[config.mk]
export PLATFORM = sky130hd
export DESIGN_NAME = wsr_hist_mem
export DESIGN_NICKNAME = d
export VERILOG_FILES = /design/src/hdl/wsr_pkg.sv /design/src/hdl/wsr_hist_mem.sv
export SDC_FILE = /design/constraint.sdc
export NUM_CORES = 1
export LEC_CHECK = 0
export BUFFER_PORTS_ARGS = -buffer_cell sky130_fd_sc_hd__buf_4
export CAP_MARGIN = 20
export CORE_ASPECT_RATIO = 1.4
export CORE_MARGIN = 4
export CORE_UTILIZATION = 41
export DETAILED_ROUTE_END_ITERATION = 10
export SYNTH_ARGS = -nofsm -noshare
export SYNTH_HDL_FRONTEND = slang
export SYNTH_SLANG_ARGS = --single-unit
[constraint.sdc]
create_clock -name clk -period 6.1 [get_ports clk]
set_input_delay 0.915 -clock clk [delete_from_list [all_inputs] [get_ports clk]]
set_output_delay 0.915 -clock clk [all_outputs]
set_load 0.005 [all_outputs]
[src/hdl/wsr_pkg.sv]
package wsr_pkg;

  localparam int SAMPLE_BITS   = 24;
  localparam int COEF_BITS     = 24;
  localparam int PHASE_BITS    = 16;
  localparam int GAIN_BITS     = 16;
  localparam int GAIN_FRAC     = 14;
  localparam int STEP_BITS     = 20;
  localparam int PHASE_W       = 24;
  localparam int MAX_OUT       = 8;
  localparam int MIN_STEP      = 8192;
  localparam int IDX_W         = 21;
  localparam int W_BITS        = PHASE_BITS + 1;
  localparam int COEF_FULL     = COEF_BITS + 2;
  localparam int PROD_BITS     = SAMPLE_BITS + COEF_FULL;
  localparam int ACC_BITS      = PROD_BITS + 6;
  localparam int CFG_IDX_BITS  = 3;
  localparam int CFG_DATA_BITS = 20;

  typedef enum logic [CFG_IDX_BITS-1:0] {
    REG_STEP, REG_ZC, REG_PLOG, REG_CHAN, REG_GAIN, REG_MUTE
  } cfg_reg_t;

  typedef logic signed [SAMPLE_BITS-1:0] sample_t;
  typedef logic signed [COEF_BITS-1:0]   coef_t;

  // one tap issued to the mac pipeline
  typedef struct packed {
    logic              vld;
    logic [W_BITS-1:0] w;
    logic              inr;
  } tap_t;

endpackage

[src/hdl/wsr_hist_mem.sv]
module wsr_hist_mem import wsr_pkg::*; #(
  parameter int DEPTH = 32
) (
  input  logic                     clk,
  input  logic                     rst_n,
  input  logic                     we,
  input  logic [$clog2(DEPTH)-1:0] waddr,
  input  sample_t                  wl,
  input  sample_t                  wr,
  input  logic [$clog2(DEPTH)-1:0] raddr,
  output sample_t                  rl,
  output sample_t                  rr
);

  logic [2*SAMPLE_BITS-1:0] mem [DEPTH];
  logic [2*SAMPLE_BITS-1:0] rd_r;
  logic [DEPTH-1:0]         vld_r;
  logic                     ok_r;

  always_ff @(posedge clk) begin
    if (we) begin
      mem[waddr] <= {wr, wl};
    end
    rd_r <= mem[raddr];
  end

  // slots never written read as zero
  always_ff @(posedge clk) begin
    if (!rst_n) begin
      vld_r <= '0;
      ok_r  <= 1'b0;
    end else begin
      if (we) begin
        vld_r[waddr] <= 1'b1;
      end
      ok_r <= vld_r[raddr];
    end
  end

  assign rl = ok_r ? sample_t'(rd_r[SAMPLE_BITS-1:0]) : '0;
  assign rr = ok_r ? sample_t'(rd_r[2*SAMPLE_BITS-1:SAMPLE_BITS]) : '0;

endmodule

==> load_flow_metrics.sql, run 1 <==
INSERT INTO impl_metrics (metric_group, metric, value, unit) VALUES
('run_status', 'outcome', 'completed', ''),
('clock_tree', 'cts_made_buffers', '146', ''),
('logic_synthesis', 'synthesis.nets', '2480', ''),
('floorplan', 'die_x', '333', 'µm'),
('timing', 'slew_violations', '0', ''),
('placement', 'finalWeightedCongestion', '0.712', ''),
('logic_synthesis', 'post_synth_inst_count', '2419', ''),
('floorplan', 'die_height', '464', 'µm'),
('clock_tree', 'ctsHoldBuffers', '0', ''),
('logic_synthesis', 'avgSynthCellArea', '25.1', 'µm²'),
('drt', 'drc_errors', '0', ''),
('setup_path', 'timing.critical_path.to_type', 'output pin', ''),
('clock_tree', 'path_clk_slew', '60', 'ps'),
('setup_path', 'cp.required', '5180', 'ps'),
('timing', 'rsz0062_at_grt', 'false', ''),
('setup_path', 'critical_path.most_common_cell', 'buf_4', ''),
('clock_tree', 'tritoncts_num_sinks', '1617', ''),
('drt', 'wire_per_inst', '31.8', 'µm'),
('timing', 'slew_headroom', '23.3', '%'),
('setup_path', 'worstPathArrival', '2340', 'ps'),
('clock_tree', 'ctsRootBufferMaster', 'clkbuf_16', ''),
('floorplan', 'die_footprint', '0.155', 'mm²'),
('setup_path', 'timing_worst_setup_path_type', 'flop to output pin', ''),
('global_routing', 'antenna_found_initial', '15', ''),
('drt', 'route.final.wire_length', '149000', 'µm'),
('timing', 'setup_total_negative_slack', '0', 'ps'),
('global_routing', 'grt_pass1_vias', '28100', ''),
('final_layout', 'mostFrequentLayoutCell', 'edfxtp_1', ''),
('final_layout', 'layout.nets', '2671', ''),
('floorplan', 'top_level_ports', '109', ''),
('final_layout', 'layout.cells.non_filler', '4669', ''),
('timing', 'layout_worst_path_cycle_share', '53.4', '%'),
('timing', 'setup_viol', '0', ''),
('drt', 'firstDrtPassIters', '5', ''),
('timing', 'final.setup_skew', '29.5', 'ps'),
('setup_path', 'r2r_slack', '4250', 'ps'),
('clock_tree', 'cts_max_path_buffers', '3', ''),
('pwr', 'total_power', '22.9', 'mW'),
('global_routing', 'overflow', '0', ''),
('setup_path', 'rr_worst_depth', '3', ''),
('final_layout', 'final_cell_mix', 'edfxtp_1, mux4_2, clkbuf_16', ''),
('floorplan', 'fp.coreArea', '0.147', 'mm²'),
('placement', 'post-place-cells', '4394', ''),
('final_layout', 'area_growth', '14.2', '%'),
('clock_tree', 'clock_latency', '770', 'ps'),
('setup_path', 'worst_path_slowest_cell', 'dfxtp_2', ''),
('worst_hold_path', 'hold_path.startpoint', 'vld_r[5]', ''),
('timing', 'maxClockFrequency', '307', 'MHz'),
('timing', 'worst_slew_pin_slew', '1150', 'ps'),
('pwr', 'power.ir.vdd_worst', '0.000251', 'V'),
('final_layout', 'final_layout_size_suffix_gt1_share', '35.8', '%'),
('clock_tree', 'postCtsResizedCells', '0', ''),
('setup_path', 'worst_path_largest_cell_delay', '780', 'ps'),
('logic_synthesis', 'synth_cell_type_count', '24', ''),
('setup_path', 'crit-reg2reg-capture', 'rd_r[33]', ''),
('pwr', 'power_density', '330', 'mW/mm²'),
('logic_synthesis', 'synth-warning-count', '0', ''),
('flow_run', 'max_cap_violations', '0', ''),
('setup_path', 'launching_instance_or_port_of_the_critical_path', 'ok_r', ''),
('logic_synthesis', 'yosys_register_bits', '1617', ''),
('drt', 'detail_route.iter0.violations', '2922', ''),
('drt', 'route.detailed.vias_per_inst', '5.79', ''),
('clock_tree', 'cts_max_level', '4', ''),
('global_routing', 'gr-usage-all-layers', '19.2', '%'),
('clock_tree', 'tritoncts', 'yes', ''),
('placement', 'place.detailed.hpwl', '71300', 'µm'),
('logic_synthesis', 'synthDominantAreaCellType', 'edfxtp_1', ''),
('worst_hold_path', 'hold_class', 'flop to flop', ''),
('setup_path', 'worst-path-max-fanout', '27', ''),
('clock_tree', 'cts.repair_timing.setup_buffer_count', '0', ''),
('logic_synthesis', 'netlist_top_cells_area', 'edfxtp_1, mux4_2, dfxtp_1', '');
-- registers in the layout (all words and copies together) (netlist names) --
name   cells
vld_r     32
rd_r      48
ok_r       1
mem     1536
-- layer usage --
layer | wire [µm] | part of all wire [%] | global-route usage (%) | up-vias
met2 | 75400 | 51 | 32.0 | 1073
met3 | 10600 | 7.1 | 3.59 | 258
met1 | 58500 | 39 | 26.0 | 14900
met5 | 63 | 0.042 | 0 | -
li1 | - | - | - | 10800
met4 | 4070 | 2.7 | 5.53 | 10
-- cell usage after synthesis --
library cell / count
and2_1: 48
and4_1: 1
buf_1: 14
buf_2: 4
buf_4: 32
buf_6: 9
clkbuf_1: 68
dfxtp_1: 81
edfxtp_1: 1536
mux2_2: 50
mux2i_1: 3
mux4_2: 487
nand2_1: 4
nand2b_1: 1
nand3_1: 2
nand3b_1: 5
nor2_1: 34
nor2b_1: 1
o21a_1: 32
o21ai_0: 1
o221ai_1: 1
o22ai_1: 1
or3_1: 1
or3b_2: 3
-- layout make-up --
type | count | area, µm²
clock inverters | 96 | 1050
well taps | 1932 | 2420
multi-input cells | 675 | 12600
repair buffers | 170 | 1650
flip-flops and latches | 1617 | 47700
clock buffers | 177 | 3930
fillers | 11600 | 77400
diodes | 2 | 5.00
-- kinds of logic after synthesis --
| logic type | Yosys count | share of synthesized area [%] |
|---|---|---|
| simple gates | 100 | 0.895 |
| compound gates | 35 | 0.428 |
| buf+inv | 127 | 1.10 |
| mux | 540 | 19.0 |
| flops | 1617 | 78.6 |
-- metrics by stage --
step | hold slack, ps | setup WS, ps | util (%) | area, µm²
floorplan | 435 | 2020 | - | 60800
global placement | 441 | 2450 | 43.9 | 64400
detailed placement | 448 | 2380 | 43.9 | 64400
CTS | 463 | 2620 | 47.3 | 69400
global route | 479 | 2620 | 47.3 | 69400
finish | 466 | 2840 | 47.3 | 69400
-- worst min path at each step --
stage	end	slack (ps)
global route	vld_r[11]	480
finish	vld_r[5]	470
detailed placement	vld_r[5]	450
global placement	vld_r[22]	440
CTS	vld_r[5]	460
floorplan	vld_r[29]	440
-- critical path: cells and delay by family, from the launching register on --
| family | cells | cell delay (ps) |
|---|---|---|
| flops | 1 | 780 |
| buf+inv | 2 | 560 |
| simple gates | 1 | 220 |
-- where the power goes --
group          internal, mW  total (mW)  switching (mW)
clock                  5.43        9.48            4.04
sequential             12.3        12.4          0.0693
combinational         0.482        1.04           0.558
(Power assumes the default switching activity.)
==> inputs of run 2 (changes only) <==
==> constraint.sdc (replaced) <==
create_clock -name clk -period 3.25 [get_ports clk]
set_input_delay 0.4875 -clock clk [delete_from_list [all_inputs] [get_ports clk]]
set_output_delay 0.4875 -clock clk [all_outputs]
set_load 0.005 [all_outputs]
==> load_flow_metrics.sql, run 2 (synthesis results as in run 1) <==
INSERT INTO impl_metrics (metric_group, metric, value, unit) VALUES
('run_status', 'outcome', 'completed', ''),
('drt', 'route.detailed.vias_per_inst', '5.87', ''),
('clock_tree', 'path_clk_slew', '70', 'ps'),
('placement', 'place.detailed.hpwl', '74800', 'µm'),
('timing', 'layout_worst_path_cycle_share', '84.8', '%'),
('floorplan', 'fp.coreArea', '0.147', 'mm²'),
('clock_tree', 'ctsRootBufferMaster', 'clkbuf_16', ''),
('final_layout', 'largest_register_ff_count', '1536', ''),
('final_layout', 'mostFrequentLayoutCell', 'edfxtp_1', ''),
('setup_path', 'worst-path-max-fanout', '19', ''),
('global_routing', 'gr-usage-all-layers', '20.1', '%'),
('drt', 'dr_total_vias', '27800', ''),
('floorplan', 'die_footprint', '0.155', 'mm²'),
('global_routing', 'grt_start_max_net_pins', '71', ''),
('final_layout', 'final_layout_size_suffix_gt1_share', '36.4', '%'),
('final_layout', 'top_regs', 'mem: 1536 flops, rd_r: 48 flops, vld_r: 32 flops', ''),
('setup_path', 'cp_num_buf_inv', '2', ''),
('floorplan', 'initial_core_util', '41.4', '%'),
('timing', 'worst_slew_pin_slew', '861', 'ps'),
('drt', 'wire_per_inst', '32.7', 'µm'),
('global_routing', 'grt_pass1_vias', '28600', ''),
('timing', 'maxClockFrequency', '363', 'MHz'),
('clock_tree', 'cts_made_buffers', '148', ''),
('setup_path', 'critical_path.most_common_cell', 'buf_4', ''),
('timing', 'slew_headroom', '42.6', '%'),
('timing', 'rsz0062_at_grt', 'false', ''),
('final_layout', 'layout.nets', '2729', ''),
('final_layout', 'max_flop_register', 'mem', ''),
('placement', 'portBuffers', '108', ''),
('drt', 'route.final.wire_length', '155000', 'µm'),
('floorplan', 'top_level_ports', '109', ''),
('global_routing', 'first_pass_grt_wire_length', '218000', 'µm'),
('clock_tree', 'cts_max_level', '4', ''),
('drt', 'drc_errors', '0', ''),
('setup_path', 'timing.critical_path.to_type', 'output pin', ''),
('drt', 'antenna_violating_nets_post_route', '0', ''),
('global_routing', 'antenna_found_initial', '16', ''),
('worst_hold_path', 'hold_class', 'primary input to flop', ''),
('worst_hold_path', 'holdPathStages', '1', ''),
('setup_path', 'rr_worst_depth', '3', ''),
('setup_path', 'crit_path_cell_trace', 'buf_4, and2_1, buf_4', ''),
('pwr', 'power.ir.vdd_worst', '0.000481', 'V'),
('setup_path', 'worstPathArrival', '2270', 'ps'),
('setup_path', 'timing.critical_path.max_delay_family', 'flip-flops', ''),
('timing', 'timing_hold_violations_final', '0', ''),
('setup_path', 'worst_path_slowest_cell', 'dfxtp_2', ''),
('clock_tree', 'clock_latency', '770', 'ps'),
('clock_tree', 'postCtsResizedCells', '0', ''),
('setup_path', 'worst_path_largest_cell_delay', '850', 'ps'),
('clock_tree', 'ctsHoldBuffers', '0', ''),
('placement', 'finalWeightedCongestion', '0.711', ''),
('pwr', 'power_density', '609', 'mW/mm²'),
('clock_tree', 'cts.repair_timing.setup_buffer_count', '0', ''),
('pwr', 'total_power', '42.7', 'mW'),
('floorplan', 'core.rowCount', '166', ''),
('timing', 'slew_violations', '0', ''),
('setup_path', 'timing_worst_setup_path_type', 'flop to output pin', ''),
('clock_tree', 'tritoncts_num_sinks', '1617', ''),
('clock_tree', 'cts_max_path_buffers', '3', ''),
('flow_run', 'max_cap_violations', '0', ''),
('setup_path', 'cp.required', '2760', 'ps'),
('pwr', 'cellLeakagePower', '21.9', 'nW'),
('timing', 'setup_viol', '0', ''),
('floorplan', 'die_x', '333', 'µm'),
('global_routing', 'overflow', '0', ''),
('drt', 'firstDrtPassIters', '5', ''),
('clock_tree', 'tritoncts', 'yes', ''),
('timing', 'holdWs', '104', 'ps'),
('setup_path', 'critical_path_cell_count', '3', ''),
('timing', 'final.setup_skew', '30.2', 'ps'),
('final_layout', 'final_cell_mix', 'edfxtp_1, mux4_2, buf_4', ''),
('drt', 'detail_route.iter0.violations', '3649', ''),
('final_layout', 'area_growth', '15.4', '%'),
('floorplan', 'die_height', '464', 'µm'),
('setup_path', 'critPathLaunchType', 'flop', ''),
('timing', 'layout_min_cycle_time', '2760', 'ps');
==> run 2: cell type report <==
| type | instances | area (µm²) |
|---|---|---|
| clock inverters | 74 | 729 |
| flip-flops and latches | 1617 | 47700 |
| repair buffers | 226 | 2470 |
| clock buffers | 199 | 4120 |
| fillers | 11600 | 76700 |
| well taps | 1932 | 2420 |
| diodes | 7 | 17.5 |
| multi-input cells | 675 | 12600 |
==> run 2: report_power, final <==
group	leakage, nW	switching [mW]	internal (mW)
Combinational	4.99	1.06	0.971
Clock	2.37	7.59	9.83
Sequential	14.5	0.145	23.1
==> run 2: final timing paths <==
| path | startpoint | end | slack, ps |
|---|---|---|---|
| worst max-delay path | ok_r | rr[6] | 490 |
| worst min register to register | vld_r[29] | vld_r[29] | 460 |
| worst min-delay path | wr[15] | mem[29][39] | 100 |
| worst max register to register | mem[30][4] | rd_r[4] | 1450 |
==> run 2: routing by layer <==
metal  track usage, %  vias up  part of all wire (%)
li1                 -    11000                     -
met1             28.4    15400                    41
met2             32.5     1183                    49
met3             3.44      235                   7.6
met4             5.56        0                   2.5
met5                0        -                     0
==> run 2: through the flow <==
step                      cells  instance area [µm²]  utilization (%)  setup slack, ps  setup TNS (ps)
final                      4730                70100             47.7              494               0
after global routing       4725                70100             47.7              313               0
after CTS                  4723                70100             47.7              295               0
after detailed placement   4450                65200             44.4              465               0
after global placement     4450                65200             44.4              480               0
after floorplan            2419                60800                -             -398         -268540
==> inputs of run 3 (changes only) <==
==> constraint.sdc (replaced) <==
create_clock -name clk -period 2.6 [get_ports clk]
set_input_delay 0.39 -clock clk [delete_from_list [all_inputs] [get_ports clk]]
set_output_delay 0.39 -clock clk [all_outputs]
set_load 0.005 [all_outputs]
==> load_flow_metrics.sql, run 3 (synthesis results as in run 1) <==
INSERT INTO impl_metrics (metric_group, metric, value, unit) VALUES
('setup_path', 'worst-path-max-fanout', '17', ''),
('flow_run', 'max_cap_violations', '0', ''),
('timing', 'slew_headroom', '61.8', '%'),
('floorplan', 'initial_core_util', '41.4', '%'),
('setup_path', 'crit-reg2reg-capture', 'rd_r[35]', ''),
('placement', 'finalWeightedCongestion', '0.731', ''),
('setup_path', 'rr_worst_depth', '3', ''),
('drt', 'wire_per_inst', '31.8', 'µm'),
('drt', 'route.final.wire_length', '153000', 'µm'),
('floorplan', 'die_footprint', '0.155', 'mm²'),
('final_layout', 'top_regs', 'mem: 1536 flops, rd_r: 48 flops, vld_r: 32 flops', ''),
('floorplan', 'core.rowCount', '166', ''),
('final_layout', 'mostFrequentLayoutCell', 'edfxtp_1', ''),
('setup_path', 'worst_path_slowest_cell', 'dfxtp_4', ''),
('placement', 'place_worst_setup_slack', '59.8', 'ps'),
('timing', 'least_setup_slack_across_all_paths_after_layout', '243', 'ps'),
('timing', 'slew_violations', '0', ''),
('setup_path', 'critical_path.most_common_cell', 'buf_4', ''),
('pwr', 'netSwitchingPower', '11.2', 'mW'),
('setup_path', 'timing.critical_path.to_type', 'output pin', ''),
('floorplan', 'die_height', '464', 'µm'),
('global_routing', 'grt_start_max_net_pins', '76', ''),
('final_layout', 'finish.utilization', '48.7', '%'),
('clock_tree', 'tritoncts', 'yes', ''),
('drt', 'drc_errors', '0', ''),
('setup_path', 'origin_of_the_critical_flop_to_flop_path', 'mem[23][35]', ''),
('placement', 'portBuffers', '108', ''),
('timing', 'layout_min_cycle_time', '2360', 'ps'),
('floorplan', 'die_x', '333', 'µm'),
('setup_path', 'crit_path_cell_trace', 'buf_4, and2_1, buf_4', ''),
('timing', 'worst_slew_pin_slew', '574', 'ps'),
('drt', 'dr_total_vias', '27700', ''),
('global_routing', 'gr-usage-all-layers', '19.8', '%'),
('global_routing', 'antenna_found_initial', '13', ''),
('pwr', 'intPower', '43.4', 'mW'),
('worst_hold_path', 'hold_class', 'primary input to flop', ''),
('setup_path', 'timing_worst_setup_path_type', 'flop to output pin', ''),
('final_layout', 'layout.nets', '2803', ''),
('worst_hold_path', 'holdPathStages', '2', ''),
('final_layout', 'largest_register_ff_count', '1536', ''),
('pwr', 'cellLeakagePower', '22.4', 'nW'),
('final_layout', 'max_flop_register', 'mem', ''),
('placement', 'placedInstanceArea', '0.0658', 'mm²'),
('pwr', 'comb_power_share', '4.9', '%'),
('global_routing', 'overflow', '0', ''),
('setup_path', 'critPathLaunchType', 'flop', ''),
('setup_path', 'worst_path_largest_cell_delay', '670', 'ps'),
('global_routing', 'first_pass_grt_wire_length', '218000', 'µm'),
('drt', 'route.detailed.vias_per_inst', '5.77', ''),
('clock_tree', 'ctsRootBufferMaster', 'clkbuf_16', ''),
('drt', 'detail_route.iter0.violations', '3062', ''),
('setup_path', 'timing.critical_path.max_delay_family', 'flip-flops', ''),
('clock_tree', 'clock_latency', '790', 'ps'),
('final_layout', 'area_growth', '17.6', '%'),
('timing', 'layout_worst_path_cycle_share', '90.6', '%'),
('timing', 'setup_viol', '0', ''),
('drt', 'firstDrtPassIters', '5', ''),
('final_layout', 'final_design_area_no_fill', '0.0715', 'mm²'),
('timing', 'rsz0062_at_grt', 'false', ''),
('timing', 'maxClockFrequency', '424', 'MHz'),
('clock_tree', 'tritoncts_num_sinks', '1617', ''),
('setup_path', 'cp.required', '2210', 'ps'),
('setup_path', 'r2r_slack', '800', 'ps'),
('timing', 'timing_hold_violations_final', '0', ''),
('clock_tree', 'cts_max_path_buffers', '3', ''),
('floorplan', 'top_level_ports', '109', ''),
('placement', 'place.detailed.hpwl', '77900', 'µm'),
('global_routing', 'grt_pass1_vias', '29000', ''),
('drt', 'antenna_violating_nets_post_route', '0', ''),
('final_layout', 'final_cell_mix', 'edfxtp_1, mux4_2, buf_4', ''),
('pwr', 'power.switching_fraction', '20.5', '%'),
('clock_tree', 'cts_made_buffers', '149', ''),
('clock_tree', 'cts.repair_timing.setup_buffer_count', '0', ''),
('timing', 'final.setup_skew', '30.4', 'ps'),
('setup_path', 'worstPathArrival', '1970', 'ps'),
('final_layout', 'final_layout_size_suffix_gt1_share', '36.7', '%'),
('run_status', 'outcome', 'completed', ''),
('pwr', 'power.ir.vdd_worst', '0.000540', 'V'),
('setup_path', 'cp_num_buf_inv', '2', ''),
('clock_tree', 'path_clk_slew', '60', 'ps'),
('floorplan', 'fp.coreArea', '0.147', 'mm²'),
('pwr', 'clockPowerShare', '41.9', '%'),
('worst_hold_path', 'min_delay_worst_endpoint', 'rd_r[21]', ''),
('setup_path', 'launching_instance_or_port_of_the_critical_path', 'ok_r', ''),
('worst_hold_path', 'hold_path.startpoint', 'raddr[3]', ''),
('timing', 'holdWs', '93.8', 'ps'),
('pwr', 'total_power', '54.6', 'mW'),
('clock_tree', 'cts_max_level', '4', ''),
('pwr', 'power_density', '764', 'mW/mm²'),
('pwr', 'share_seq_of_total_power', '53.2', '%');
## run 3: metrics by stage
step | setup TNS (ps) | cells
6_report | 0 | 4805
5_1_grt | 0 | 4804
4_1_cts | 0 | 4803
3_5_place_dp | 0 | 4474
3_3_place_gp | 0 | 4474
2_1_floorplan | -651350 | 2419
## run 3: worst reg2reg max path, delay by kind of cell, from the launching register on
kind	cells	cell delay (ps)
DFF	1	360
muxes	3	1290
## run 3: final cells by class
type / count / area [µm²]
repair buffers: 299 / 3480
multi-input cells: 675 / 12600
clock buffers: 191 / 4070
flip-flops and latches: 1617 / 47700
diodes: 2 / 5.00
clock inverters: 89 / 1120
well taps: 1932 / 2420
fillers: 11500 / 75400
## run 3: metal layers
| layer | track usage [%] | routed length, µm | vias up |
|---|---|---|---|
| met1 | 27.2 | 61600 | 15300 |
| met5 | 0 | 70 | - |
| met4 | 4.91 | 3260 | 12 |
| li1 | - | - | 11100 |
| met2 | 33.2 | 77900 | 1081 |
| met3 | 3.32 | 10100 | 240 |
## run 3: how the worst max path moves through the flow
stage | endpoint | slack, ps | cells after the start
2_1_floorplan | mem[1][0] | -750 | 2
3_3_place_gp | rd_r[35] | 70 | 6
3_5_place_dp | rd_r[47] | 60 | 6
4_1_cts | rl[4] | 90 | 3
5_1_grt | rr[20] | 120 | 3
6_report | rl[1] | 240 | 3
## run 3: what timing repair did
| item | 4_1_cts | 5_1_grt |
|---|---|---|
| hold buffers | 49 | 0 |
| gates resized for setup | 1 | 0 |
| setup endpoints to repair | 48 | 0 |
| hold endpoints to repair | 1569 | 0 |
## run 3: power groups by stage
stage / clock, mW / sequential [mW] / combinational, mW
after floorplan: 0 / 29.5 / 1.53
after global placement: 0 / 29.6 / 2.55
after detailed placement: 0 / 29.6 / 2.63
after CTS: 23.4 / 29.1 / 2.71
after global routing: 24.5 / 29.1 / 2.84
final: 22.9 / 29.1 / 2.66
